==> src/hdl/i2cm_pkg.sv <==
`timescale 1ns / 1ps
// ----------------------------------------------------------------------------
// i2cm_pkg
// Shared types and constants of the I2C master bit sequencer.
// ----------------------------------------------------------------------------
// ----------------------------------------------------------------------------
package i2cm_pkg;

  localparam int unsigned BITS_PER_BYTE = 8;

  localparam logic [2:0] OP_TICK  = 3'd0;
  localparam logic [2:0] OP_START = 3'd1;
  localparam logic [2:0] OP_STOP  = 3'd2;
  localparam logic [2:0] OP_WRITE = 3'd3;
  localparam logic [2:0] OP_READ  = 3'd4;
  localparam logic [2:0] OP_RDACK = 3'd5;
  localparam logic [2:0] OP_WRACK = 3'd6;

  localparam logic CFG_HALF_PERIOD = 1'b0;
  localparam logic CFG_DATA_OFFSET = 1'b1;

  localparam logic [7:0] HALF_PERIOD_RST = 8'd5;
  localparam logic [7:0] DATA_OFFSET_RST = 8'd2;

  typedef struct packed {
    logic [2:0] opcode;
    logic [7:0] data_byte;
    logic       ack_level;
    logic       sda_in;
  } in_item_t;

  typedef struct packed {
    logic       scl_level;
    logic       sda_level;
    logic       sda_drive;
    logic       busy_res;
    logic       done_res;
    logic [7:0] rx_byte;
    logic       ack_seen;
    logic       rejected;
  } out_item_t;

  // Classified item as it travels from the front end to the engine.
  typedef struct packed {
    logic       is_tick;
    logic       is_cmd;
    logic [2:0] opcode;
    logic [7:0] data_byte;
    logic       ack_level;
    logic       sda_in;
  } cls_item_t;

endpackage

==> src/hdl/i2cm_front.sv <==
`timescale 1ns / 1ps
// ----------------------------------------------------------------------------
// i2cm_front
// Input front end: takes transfers and classifies them as tick, command or
// no-op before they enter the queue.
// ----------------------------------------------------------------------------
// ----------------------------------------------------------------------------
module i2cm_front (
  input  logic                in_valid_i,
  output logic                in_stall_o,
  input  i2cm_pkg::in_item_t  in_data_i,
  input  logic                q_full_i,
  output logic                q_push_o,
  output i2cm_pkg::cls_item_t q_item_o
);

  assign in_stall_o = q_full_i;
  assign q_push_o   = in_valid_i && !q_full_i;

  always_comb begin
    q_item_o.is_tick   = (in_data_i.opcode == i2cm_pkg::OP_TICK);
    q_item_o.is_cmd    = (in_data_i.opcode >= i2cm_pkg::OP_START) &&
                         (in_data_i.opcode <= i2cm_pkg::OP_WRACK);
    q_item_o.opcode    = in_data_i.opcode;
    q_item_o.data_byte = in_data_i.data_byte;
    q_item_o.ack_level = in_data_i.ack_level;
    q_item_o.sda_in    = in_data_i.sda_in;
  end

endmodule

==> src/hdl/i2cm_queue.sv <==
`timescale 1ns / 1ps
// ----------------------------------------------------------------------------
// i2cm_queue
// Two-entry queue between the front end and the engine.
// ----------------------------------------------------------------------------
// ----------------------------------------------------------------------------
module i2cm_queue (
  input  logic                clk_i,
  input  logic                rst_ni,
  input  logic                push_i,
  input  i2cm_pkg::cls_item_t push_item_i,
  output logic                full_o,
  output logic                valid_o,
  output i2cm_pkg::cls_item_t pop_item_o,
  input  logic                pop_i
);

  i2cm_pkg::cls_item_t mem_q [2];
  logic       wr_ptr_q, wr_ptr_d;
  logic       rd_ptr_q, rd_ptr_d;
  logic [1:0] count_q, count_d;

  assign full_o     = (count_q == 2'd2);
  assign valid_o    = (count_q != 2'd0);
  assign pop_item_o = mem_q[rd_ptr_q];

  always_comb begin
    wr_ptr_d = wr_ptr_q ^ push_i;
    rd_ptr_d = rd_ptr_q ^ pop_i;
    count_d  = count_q + {1'b0, push_i} - {1'b0, pop_i};
  end

  always_ff @(posedge clk_i) begin
    if (push_i) begin
      mem_q[wr_ptr_q] <= push_item_i;
    end
  end

  always_ff @(posedge clk_i or negedge rst_ni) begin
    if (!rst_ni) begin
      wr_ptr_q <= 1'b0;
      rd_ptr_q <= 1'b0;
      count_q  <= 2'd0;
    end else begin
      wr_ptr_q <= wr_ptr_d;
      rd_ptr_q <= rd_ptr_d;
      count_q  <= count_d;
    end
  end

endmodule

==> src/hdl/i2cm_engine.sv <==
`timescale 1ns / 1ps
// ----------------------------------------------------------------------------
// i2cm_engine
// Back end: holds the bus timing registers, runs the command sequences on
// ticks and registers one status transfer per item.
// ----------------------------------------------------------------------------
// ----------------------------------------------------------------------------
module i2cm_engine (
  input  logic                clk_i,
  input  logic                rst_ni,
  input  logic                cfg_we_i,
  input  logic                cfg_idx_i,
  input  logic [7:0]          cfg_data_i,
  input  logic                q_valid_i,
  input  i2cm_pkg::cls_item_t q_item_i,
  output logic                q_pop_o,
  output logic                out_valid_o,
  input  logic                out_stall_i,
  output i2cm_pkg::out_item_t out_data_o
);

  logic [7:0] half_q, offset_q;

  logic [2:0] act_q, act_d;
  logic       phase_q, phase_d;
  logic [7:0] cnt_q, cnt_d;
  logic [3:0] bit_q, bit_d;
  logic [7:0] shift_q, shift_d;
  logic [7:0] rx_q, rx_d;
  logic       ack_q, ack_d;
  logic       scl_q, scl_d;
  logic       sda_q, sda_d;
  logic       drv_q, drv_d;
  logic       ackout_q, ackout_d;

  logic                out_valid_q;
  i2cm_pkg::out_item_t out_data_q, out_data_d;

  logic [7:0] h, d, c;
  logic [3:0] nb, slots;
  logic       writer, reader, done, rej;

  assign q_pop_o     = q_valid_i && (!out_valid_q || !out_stall_i);
  assign out_valid_o = out_valid_q;
  assign out_data_o  = out_data_q;

  always_comb begin
    h      = (half_q == 8'd0) ? 8'd1 : half_q;
    d      = (offset_q >= h) ? (h - 8'd1) : offset_q;
    writer = (act_q == i2cm_pkg::OP_WRITE) || (act_q == i2cm_pkg::OP_WRACK);
    reader = (act_q == i2cm_pkg::OP_READ);
    slots  = (reader || act_q == i2cm_pkg::OP_WRITE) ?
             4'(i2cm_pkg::BITS_PER_BYTE) : 4'd1;
    c      = cnt_q + 8'd1;
    nb     = bit_q + 4'd1;

    act_d    = act_q;
    phase_d  = phase_q;
    cnt_d    = cnt_q;
    bit_d    = bit_q;
    shift_d  = shift_q;
    rx_d     = rx_q;
    ack_d    = ack_q;
    scl_d    = scl_q;
    sda_d    = sda_q;
    drv_d    = drv_q;
    ackout_d = ackout_q;
    done     = 1'b0;
    rej      = 1'b0;

    if (q_item_i.is_tick) begin
      if (act_q != i2cm_pkg::OP_TICK) begin
        cnt_d = c;
        if (act_q == i2cm_pkg::OP_START || act_q == i2cm_pkg::OP_STOP) begin
          if (c >= h) begin
            cnt_d = 8'd0;
            if (!phase_q) begin
              phase_d = 1'b1;
              if (act_q == i2cm_pkg::OP_START) sda_d = 1'b0;
              else scl_d = 1'b1;
            end else begin
              if (act_q == i2cm_pkg::OP_START) scl_d = 1'b0;
              else sda_d = 1'b1;
              done = 1'b1;
            end
          end
        end else if (!phase_q) begin
          if (c == d && writer) begin
            sda_d = (act_q == i2cm_pkg::OP_WRITE) ? shift_q[7] : ackout_q;
          end
          if (c >= h) begin
            scl_d   = 1'b1;
            phase_d = 1'b1;
            cnt_d   = 8'd0;
            if (d == 8'd0 && !writer) begin
              if (reader) shift_d = {shift_q[6:0], q_item_i.sda_in};
              else ack_d = q_item_i.sda_in;
            end
          end
        end else begin
          if (c == d && !writer) begin
            if (reader) shift_d = {shift_q[6:0], q_item_i.sda_in};
            else ack_d = q_item_i.sda_in;
          end
          if (c >= h) begin
            scl_d   = 1'b0;
            phase_d = 1'b0;
            cnt_d   = 8'd0;
            if (act_q == i2cm_pkg::OP_WRITE) shift_d = {shift_q[6:0], 1'b0};
            bit_d = nb;
            if (nb >= slots) begin
              if (reader) rx_d = shift_d;
              done = 1'b1;
            end else if (d == 8'd0 && writer) begin
              sda_d = (act_q == i2cm_pkg::OP_WRITE) ? shift_d[7] : ackout_q;
            end
          end
        end
        if (done) act_d = i2cm_pkg::OP_TICK;
      end
    end else if (q_item_i.is_cmd) begin
      if (act_q != i2cm_pkg::OP_TICK) begin
        rej = 1'b1;
      end else begin
        act_d   = q_item_i.opcode;
        phase_d = 1'b0;
        cnt_d   = 8'd0;
        bit_d   = 4'd0;
        unique case (q_item_i.opcode)
          i2cm_pkg::OP_START: begin
            drv_d = 1'b1; scl_d = 1'b1; sda_d = 1'b1;
          end
          i2cm_pkg::OP_STOP: begin
            drv_d = 1'b1; scl_d = 1'b0; sda_d = 1'b0;
          end
          i2cm_pkg::OP_WRITE, i2cm_pkg::OP_WRACK: begin
            shift_d  = q_item_i.data_byte;
            ackout_d = q_item_i.ack_level;
            drv_d    = 1'b1;
            scl_d    = 1'b0;
            if (d == 8'd0) begin
              sda_d = (q_item_i.opcode == i2cm_pkg::OP_WRITE) ?
                      q_item_i.data_byte[7] : q_item_i.ack_level;
            end
          end
          default: begin
            shift_d = 8'd0;
            drv_d   = 1'b0;
            scl_d   = 1'b0;
          end
        endcase
      end
    end

    out_data_d.scl_level = scl_d;
    out_data_d.sda_level = sda_d;
    out_data_d.sda_drive = drv_d;
    out_data_d.busy_res  = (act_d != i2cm_pkg::OP_TICK);
    out_data_d.done_res  = done;
    out_data_d.rx_byte   = rx_d;
    out_data_d.ack_seen  = ack_d;
    out_data_d.rejected  = rej;
  end

  always_ff @(posedge clk_i or negedge rst_ni) begin
    if (!rst_ni) begin
      half_q   <= i2cm_pkg::HALF_PERIOD_RST;
      offset_q <= i2cm_pkg::DATA_OFFSET_RST;
    end else if (cfg_we_i) begin
      unique case (cfg_idx_i)
        i2cm_pkg::CFG_HALF_PERIOD: half_q   <= cfg_data_i;
        i2cm_pkg::CFG_DATA_OFFSET: offset_q <= cfg_data_i;
        default: ;
      endcase
    end
  end

  always_ff @(posedge clk_i or negedge rst_ni) begin
    if (!rst_ni) begin
      act_q       <= i2cm_pkg::OP_TICK;
      phase_q     <= 1'b0;
      cnt_q       <= 8'd0;
      bit_q       <= 4'd0;
      shift_q     <= 8'd0;
      rx_q        <= 8'd0;
      ack_q       <= 1'b0;
      scl_q       <= 1'b1;
      sda_q       <= 1'b1;
      drv_q       <= 1'b1;
      ackout_q    <= 1'b0;
      out_valid_q <= 1'b0;
    end else begin
      if (q_pop_o) begin
        act_q    <= act_d;
        phase_q  <= phase_d;
        cnt_q    <= cnt_d;
        bit_q    <= bit_d;
        shift_q  <= shift_d;
        rx_q     <= rx_d;
        ack_q    <= ack_d;
        scl_q    <= scl_d;
        sda_q    <= sda_d;
        drv_q    <= drv_d;
        ackout_q <= ackout_d;
      end
      if (q_pop_o) begin
        out_valid_q <= 1'b1;
      end else if (!out_stall_i) begin
        out_valid_q <= 1'b0;
      end
    end
  end

  always_ff @(posedge clk_i) begin
    if (q_pop_o) begin
      out_data_q <= out_data_d;
    end
  end

endmodule

==> src/hdl/i2c_master_bit_sequencer.sv <==
`timescale 1ns / 1ps
// ----------------------------------------------------------------------------
// i2c_master_bit_sequencer
// I2C master pin sequencer: command and tick transfers in, one status
// transfer out for each.
// ----------------------------------------------------------------------------
// Takes one transfer per clock and returns one status transfer per clock when
// neither side stalls. A transfer passes the classifier into a two-entry
// queue, the engine updates the bus state from it and the status sits in an
// output register, so the status is valid once the transfer has passed the
// queue and the output register. The engine handles one item per clock while
// its output is not stalled. The configuration registers act on the next
// tick; write them only while no transfer is outstanding.
// ----------------------------------------------------------------------------
module i2c_master_bit_sequencer (
  input  logic                clk_i,
  input  logic                rst_ni,
  input  logic                in_valid_i,
  output logic                in_stall_o,
  input  i2cm_pkg::in_item_t  in_data_i,
  output logic                out_valid_o,
  input  logic                out_stall_i,
  output i2cm_pkg::out_item_t out_data_o,
  input  logic                cfg_we_i,
  input  logic                cfg_idx_i,
  input  logic [7:0]          cfg_data_i
);

  logic                q_full, q_push, q_valid, q_pop;
  i2cm_pkg::cls_item_t push_item, pop_item;

  i2cm_front u_front (
    .in_valid_i (in_valid_i),
    .in_stall_o (in_stall_o),
    .in_data_i  (in_data_i),
    .q_full_i   (q_full),
    .q_push_o   (q_push),
    .q_item_o   (push_item)
  );

  i2cm_queue u_queue (
    .clk_i       (clk_i),
    .rst_ni      (rst_ni),
    .push_i      (q_push),
    .push_item_i (push_item),
    .full_o      (q_full),
    .valid_o     (q_valid),
    .pop_item_o  (pop_item),
    .pop_i       (q_pop)
  );

  i2cm_engine u_engine (
    .clk_i       (clk_i),
    .rst_ni      (rst_ni),
    .cfg_we_i    (cfg_we_i),
    .cfg_idx_i   (cfg_idx_i),
    .cfg_data_i  (cfg_data_i),
    .q_valid_i   (q_valid),
    .q_item_i    (pop_item),
    .q_pop_o     (q_pop),
    .out_valid_o (out_valid_o),
    .out_stall_i (out_stall_i),
    .out_data_o  (out_data_o)
  );

endmodule
==> config.mk <==
export PLATFORM = sky130hd
export DESIGN_NAME = i2c_master_bit_sequencer
export DESIGN_NICKNAME = d
export VERILOG_FILES = /design/src/hdl/i2cm_pkg.sv /design/src/hdl/i2cm_front.sv /design/src/hdl/i2cm_queue.sv /design/src/hdl/i2cm_engine.sv /design/src/hdl/i2c_master_bit_sequencer.sv
export SDC_FILE = /design/constraint.sdc
export NUM_CORES = 1
export LEC_CHECK = 0
export BUFFER_PORTS_ARGS = -buffer_cell sky130_fd_sc_hd__buf_2
export CAP_MARGIN = 10
export CELL_PAD_IN_SITES_DETAIL_PLACEMENT = 1
export CELL_PAD_IN_SITES_GLOBAL_PLACEMENT = 2
export CORE_ASPECT_RATIO = 0.7
export CORE_MARGIN = 4
export CORE_UTILIZATION = 44
export CTS_BUF_LIST = sky130_fd_sc_hd__clkbuf_4
export CTS_CLUSTER_SIZE = 30
export DETAILED_ROUTE_END_ITERATION = 6
export PLACE_DENSITY = 0.87
export RECOVER_POWER = 25
export SLEW_MARGIN = 20
export SYNTH_ARGS = -nofsm -noshare
export SYNTH_HDL_FRONTEND = slang
export SYNTH_SLANG_ARGS = --single-unit
==> constraint.sdc <==
create_clock -name clk_i -period 10.9 [get_ports clk_i]
set_clock_uncertainty 0.05 [all_clocks]
set_input_delay 2.18 -clock clk_i [delete_from_list [all_inputs] [get_ports clk_i]]
set_output_delay 2.18 -clock clk_i [all_outputs]
set_load 0.01 [all_outputs]
==> results of run 1 <==
## registers in the layout (all words and copies together), names as in the netlist
register              count
u_engine.ack_q            1
u_queue.wr_ptr_q          1
u_engine.scl_q            1
u_queue.rd_ptr_q          1
u_engine.out_valid_o      1
u_queue.count_q           2
u_engine.ackout_q         1
u_engine.sda_q            1
u_engine.phase_q          1
u_engine.drv_q            1
u_queue.mem_q            30
u_engine.offset_q         8
u_engine.half_q           8
u_engine.bit_q            4
u_engine.act_q            3
u_engine.shift_q          8
u_engine.rx_q             8
u_engine.out_data_o      15
u_engine.cnt_q            8
## logic make-up after synthesis
group | after synthesis
buf+inv | 48
compound gates | 130
xor+xnor | 23
simple gates | 185
mux | 45
flops | 103
fa+ha+maj | 29
## stage by stage
stage / instances / hold WS (ns) / power [mW]
after floorplan: 563 / 0.389 / 1.02
after global placement: 751 / 0.402 / 1.19
after detailed placement: 751 / 0.418 / 1.22
after CTS: 767 / 0.443 / 1.44
after global routing: 767 / 0.452 / 1.54
final: 767 / 0.441 / 1.44
## report_power, final
group          internal (mW)  switching, mW  leakage, nW
Clock                 0.0559          0.156       0.0809
Sequential             0.516          0.106         1.16
Combinational          0.227          0.374         1.37
## cells in the mapped netlist, drive strengths merged (2+ instances only)
| library cell | instances | area (um2) |
|---|---|---|
| nand2b | 8 | 50.1 |
| or4 | 3 | 26.3 |
| edfxtp | 45 | 1350 |
| nor4b | 2 | 23.8 |
| a31o | 2 | 17.5 |
| nor3 | 13 | 70.1 |
| dfstp | 6 | 158 |
| xnor2 | 18 | 158 |
| a32o | 2 | 20.0 |
| and2 | 5 | 31.3 |
| a21o | 4 | 30.0 |
| nor4 | 8 | 56.3 |
| a221o | 10 | 100 |
| a31oi | 5 | 31.3 |
| o22ai | 4 | 25.0 |
| nor2b | 7 | 43.8 |
| a41o | 2 | 20.0 |
| a22o | 3 | 26.3 |
| o211a | 2 | 20.0 |
| mux2i | 30 | 300 |
| mux2 | 14 | 158 |
| o21a | 3 | 22.5 |
| nand2 | 66 | 248 |
| or2 | 4 | 25.0 |
| and3 | 5 | 31.3 |
| nand3 | 13 | 65.1 |
| dfrtp | 52 | 1300 |
| nor2 | 39 | 146 |
| o31ai | 4 | 30.0 |
| xor2 | 5 | 43.8 |
| or3 | 4 | 25.0 |
| inv | 27 | 101 |
| a211oi | 3 | 27.5 |
| a21oi | 14 | 70.1 |
| clkbuf | 19 | 71.3 |
| a41oi | 2 | 17.5 |
| o41ai | 3 | 26.3 |
| ha | 29 | 363 |
| o21ai | 58 | 294 |
| nand4 | 5 | 31.3 |
## path summary, 6_finish.rpt
path                                     from                      to  slack (ns)  cells after the start
max                                    rst_ni       u_engine.act_q[2]        6.18                      2
min                            u_engine.drv_q          u_engine.drv_q        0.44                      2
max reg2reg                u_engine.half_q[4]  u_engine.out_data_o[4]        6.27                     12
min reg2reg                    u_engine.drv_q          u_engine.drv_q        0.44                      2
max in group clk_i         u_engine.half_q[4]  u_engine.out_data_o[4]        6.27                     12
min in group asynchronous              rst_ni      u_engine.half_q[7]        2.80                      2
## final cells by class
type	instances	share of cell area (%)
flip-flops and latches	103	44.6
inverters	28	1.67
repair buffers	46	3.52
clock buffers	9	1.07
multi-input cells	412	44.5
well taps	162	3.22
clock inverters	7	1.37
## routing by layer
layer	GRT usage, %	share of wire (%)	vias to the layer above
li1	-	-	2147
met1	33.1	54	2204
met2	29.3	40	101
met3	4.27	4.9	14
met4	4.47	0.98	0
met5	0	0	-
==> key figures, run 1 <==
Route
  – DR vias/cell: 5.82
  – DR WL/cell: between 20 and 25 um
  – Remaining DRCs: 0
  – Drt first pass iters: 5
  – ANT nets after route: 0
  – DR vias: 4466
  – Initial drt markers: 250
  – Total wire length: 15.4 mm

Setup path
  – Slowest cell on crit path: clkbuf_1
  – Critical path required time: about 11 ns
  – Critical Path Max Stage Delay: 2.29 ns
  – CP delay by family, top: buffers and inverters
  – Crit-path cells: buf_2 -> clkbuf_1
  – Startpoint types: input port
  – Setup CP Type: in -> async
  – CP Buf/Inv Count: 2
  – Critical path capture point type: async pin
  – CP max FO: 58
  – Crit path DAT: 4.58 ns

Finish
  – Area of the multi-input gates: 2810 um2
  – Reg area: around 2800 um2
  – Final layout net count: 656
  – Area growth, synth to finish: 8.61%
  – Number of diodes: 0
  – Fill cell count: ~1400
  – Share of cells above drive strength 1: around 14%
  – Core Util, Final: around half
  – Most common cell after layout, fill and taps aside: nand2_1
  – Most frequent cells in the layout: nand2_1, dfrtp_1, edfxtp_1
  – Design Area, Final: 6300 um2

Timing
  – Final Hold Viols: 0
  – Maximum clock frequency: between 200 and 250 MHz
  – Worst Tran Pin Value: 3.27 ns
  – Final min period: around 4.7 ns
  – Unrepaired setup endpoints after global routing: false
  – Tcrit/Tclk final: between 40% and 50%
  – Pins Over Slew Limit: between 50 and 60
  – Worst slew margin: -118%
  – Final setup violation count: 0
  – Setup TNS: 0 ns
  – Final setup margin: roughly 6.2 ns

Placement
  – I/O Buffers: 43
  – Pre-CTS worst setup slack: 5.97 ns
  – Gp weighted congestion: approximately 0.88
  – Detailed Place HPWL: roughly 11 mm
  – Placed instance area: between 6000 and 7000 um2

Floorplanning
  – Initial core utilization: a little under half
  – # rows: 34
  – Die width: 145 um
  – Core area: between 10000 and 15000 um2
  – Chip height: between 100 and 150 um
  – Ports: 44
  – Die area: approximately 15000 um2

Clocking
  – Post-CTS Setup Inserts: 0
  – Worst skew pair latency: 0.50 ns
  – TritonCTS clock tree: yes
  – CTS Sinks: 103
  – Clk pin slew, worst setup/hold paths: 0.19 ns
  – # hold bufs at CTS: 0
  – Clock buffer depth: 2
  – H-tree depth: 3
  – Post-CTS sizing: 0
  – Root buf cell: clkbuf_4
  – CTS buffer count: 9

Global routing
  – Number of global-route vias before repair: 4672
  – First-pass GRT wire length: about 25 mm
  – Largest net degree at the start of global routing: between 50 and 60
  – Total gr overflow: 0
  – Total track usage: between 20% and 30%
  – Initial antenna violation count: 0

Synth
  – Syn avg cell area: approximately 10 um2
  – Synth async-reset ratio: between 50% and 60%
  – Synthesized net count: roughly 620
  – Synth Area in XOR/XNOR: 3.47%
  – FF+latch count, synth: approximately 100
  – Mux contribution to synthesized area: 8.28%
  – Largest family of logic cells by synthesized area: simple AND/OR/NAND/NOR gates
  – Yosys warns: 0
  – Simple-gate share of the synthesized area: between 15 and 20%
  – Syn Inst Count: between 500 and 600
  – Synthesized-area fraction occupied by adder cells: 6.26%
  – Sequential area share after synthesis: 48.5%
  – EDFF count, synth: 45
  – Main synth FF type: dfrtp_1
  – Compound-gate portion of the synthesized area: approximately 15%
  – Cell variety after synth: 63
  – Synthesized cell area: a little under 6000 um2

Power and ir drop
  – Leakage: 2.60 nW
  – Cell Pwr Density: ~230 nW/um2
  – Peak VDD IR: roughly 0.00015 V

Worst hold path
  – Hold Crit Class: reg -> reg

Run status
  – Failing checks: max-capacitance violations, max-slew violations
  – Status: finished with violations

Run
  – Max Cap Viol: 1
No activity file was read; power rests on OpenSTA's default activity.
==> run 2, diff against run 1 <==
--- a/config.mk
+++ b/config.mk
@@ -5,17 +5,18 @@
 export SDC_FILE = /design/constraint.sdc
 export NUM_CORES = 1
 export LEC_CHECK = 0
+export ABC_AREA = 1
 export BUFFER_PORTS_ARGS = -buffer_cell sky130_fd_sc_hd__buf_2
 export CAP_MARGIN = 10
 export CELL_PAD_IN_SITES_DETAIL_PLACEMENT = 1
 export CELL_PAD_IN_SITES_GLOBAL_PLACEMENT = 2
 export CORE_ASPECT_RATIO = 0.7
 export CORE_MARGIN = 4
-export CORE_UTILIZATION = 44
+export CORE_UTILIZATION = 37
 export CTS_BUF_LIST = sky130_fd_sc_hd__clkbuf_4
 export CTS_CLUSTER_SIZE = 30
 export DETAILED_ROUTE_END_ITERATION = 6
-export PLACE_DENSITY = 0.87
+export PLACE_DENSITY = 0.81
 export RECOVER_POWER = 25
 export SLEW_MARGIN = 20
 export SYNTH_ARGS = -nofsm -noshare
==> constraint.sdc (replaced) <==
create_clock -name clk_i -period 4.7 [get_ports clk_i]
set_clock_uncertainty 0.05 [all_clocks]
set_input_delay 0.94 -clock clk_i [delete_from_list [all_inputs] [get_ports clk_i]]
set_output_delay 0.94 -clock clk_i [all_outputs]
set_load 0.01 [all_outputs]
==> key figures, run 2 <==
Finish
  – Max reg flops: 30
  – Share of cells above drive strength 1: approximately an eighth
  – Area growth, synth to finish: 9.57%
  – Top reg by flops: u_queue.mem_q
  – Core Util, Final: 41.7%
  – Fill cell count: about 2100
  – Number of diodes: 0
  – Final layout net count: around 900
  – Most common cell after layout, fill and taps aside: nand2_1
  – Most frequent cells in the layout: nand2_1, inv_1, nand3_1

Synth
  – Sequential area share after synthesis: between 40% and 50%
  – Yosys top cell by area: edfxtp_1
  – Synthesized cell area: approximately 6300 um2
  – Post-synth top area share: a little over a fifth
  – Synth async-reset ratio: 56.3%
  – Most common cell in the netlist: nand2_1
  – Syn avg cell area: 7.81 um2
  – Main synth FF type: dfrtp_1
  – Yosys warns: 0
  – Synthesized net count: between 800 and 900
  – FF+latch count, synth: 103
  – Ranking of synthesized cells by area: edfxtp_1, dfrtp_1, nand2_1, inv_1, ha_1
  – Commonest cells in the synthesized netlist: nand2_1, inv_1, nand3_1, o21ai_0, dfrtp_1
  – Syn Inst Count: around 800
  – Cell variety after synth: between 40 and 50
  – EDFF count, synth: 45

Timing
  – Final Hold Viols: 0
  – Tcrit/Tclk final: between 80% and 90%
  – Pins Over Slew Limit: 29
  – Final setup violation count: 0
  – Worst slew margin: -8.38%
  – Maximum clock frequency: around 260 MHz
  – Setup TNS: 0 ns
  – Worst Tran Pin Value: ~1.6 ns
  – Hold WS: 0.458 ns
  – Final min period: ~4 ns
  – Unrepaired setup endpoints after global routing: false

Run status
  – Status: finished with violations
  – Failing checks: max-capacitance violations, max-slew violations

Run
  – Max Cap Viol: 1

Route
  – Drt first pass iters: 4
  – DR vias/cell: approximately 5.0
  – Met3 Wirelength: 932 um
  – ANT nets after route: 0
  – Met1 wire length: about 9.5 mm
  – Met2 routed WL: roughly 7.5 mm
  – DR WL/cell: around 17 um
  – Total wire length: 18.1 mm
  – DR vias: ~5400
  – Remaining DRCs: 0
  – Uppermost layer routed: met4
  – Initial drt markers: about 270

Clocking
  – Post-CTS sizing: 0
  – CTS buffer count: 9
  – CTS Sinks: around 100
  – Worst skew pair latency: approximately 0.50 ns
  – Clk pin slew, worst setup/hold paths: roughly 0.19 ns
  – # hold bufs at CTS: 0
  – TritonCTS clock tree: yes
  – Clock buffer depth: 2
  – H-tree depth: 3
  – Post-CTS Setup Inserts: 0
  – Root buf cell: clkbuf_4

Setup path
  – R2r setup slk: just under 0.8 ns
  – R2r endpoint: u_engine.out_data_o[9]
  – Setup CP Type: reg -> reg
  – Critical path origin: u_engine.half_q[4]
  – Critical Path End: u_engine.out_data_o[9]
  – Critical path required time: 4.94 ns
  – Crit path DAT: about 4.1 ns
  – CP max FO: 11
  – Startpoint types: register
  – Worst r2r src: u_engine.half_q[4]
  – Worst Reg-to-Reg Cells: 25
  – Critical path capture point type: register

Power and ir drop
  – Cell Pwr Density: roughly 630 nW/um2
  – Peak VDD IR: 0.000230 V
  – Total power: around 4.3 mW
  – Leakage: 3.39 nW

Floorplanning
  – Chip height: between 100 and 150 um
  – # rows: 39
  – Die width: between 150 and 200 um
  – Die area: 19100 um2
  – Core area: approximately 16000 um2
  – Initial core utilization: a little under two fifths
  – Ports: 44

Global routing
  – Number of global-route vias before repair: about 5600
  – Initial antenna violation count: 0
  – First-pass GRT wire length: 29.8 mm
  – Total gr overflow: 0
  – Largest net degree at the start of global routing: 38
  – Total track usage: 20.0%

Worst hold path
  – Hold path depth: 2
  – Hold Crit Class: reg -> reg

Placement
  – Gp weighted congestion: between 0.8 and 0.9
  – Detailed Place HPWL: about 14 mm
  – I/O Buffers: 43
-- run 2: logic make-up (layout without fill, tap and decap cells) --
kind of cell / after synthesis / count (layout) / synth area share, %
compound gates: 117 / 117 / 11.0
simple gates: 412 / 412 / 28.6
flops: 103 / 103 / 44.8
mux: 3 / 3 / 0.478
fa+ha+maj: 29 / 29 / 5.78
xor+xnor: 10 / 10 / 1.40
buf+inv: 130 / 179 / 7.99
-- run 2: worst min-delay path by stage --
stage	start	to
after floorplan	u_engine.rx_q[1]	u_engine.rx_q[1]
after global placement	u_engine.rx_q[5]	u_engine.rx_q[5]
after detailed placement	u_engine.rx_q[1]	u_engine.rx_q[1]
after CTS	rst_ni	u_engine.cnt_q[0]
after global routing	u_engine.rx_q[1]	u_engine.rx_q[1]
final	u_engine.rx_q[2]	u_engine.rx_q[2]
-- run 2: metrics by stage --
stage	instances	cell area, um2	setup slack, ns
floorplan	804	6280	1.66
global placement	1062	6750	0.918
detailed placement	1062	6750	0.853
CTS	1078	6890	0.835
global route	1078	6880	0.457
finish	1078	6880	0.796
-- run 2: routing by layer --
| layer | vias up | track usage, % |
|---|---|---|
| li1 | 2709 | - |
| met1 | 2609 | 30.4 |
| met2 | 106 | 29.7 |
| met3 | 17 | 3.85 |
| met4 | 0 | 4.02 |
| met5 | - | 0 |
-- run 2: area by class of cell --
cell class              count  area, um2  area share [%]
flip-flops and latches    103       2810            40.9
inverters                 112        420            6.11
repair buffers             51        262            3.80
well taps                 225        282            4.09
clock inverters             7       71.3            1.04
multi-input cells         571       2960            43.1
clock buffers               9       67.6           0.983
-- run 2: where the power goes --
| part | switching (mW) | internal (mW) |
|---|---|---|
| Clock | 0.353 | 0.127 |
| Sequential | 0.217 | 1.29 |
| Combinational | 1.59 | 0.738 |
| Total | 2.16 | 2.15 |
-- run 2: critical path, stage by stage, from the launching register on --
cell	delay, ns
dfrtp_1	0.48
inv_1	0.20
nand2_2	0.09
nor2_4	0.17
nand2_4	0.09
nand2_2	0.13
ha_1	0.25
nand2_1	0.06
nor2_1	0.04
nor2_1	0.11
nand2_2	0.07
nand2_4	0.10
nand2_4	0.11
nand2_1	0.14
nand2_1	0.10
nand2_1	0.07
nand2_1	0.06
inv_2	0.04
nand3_1	0.07
nor2_2	0.14
nand3_2	0.30
inv_2	0.32
nand2_1	0.11
nand3_1	0.11
nand3_1	0.11
and2_1	0.17
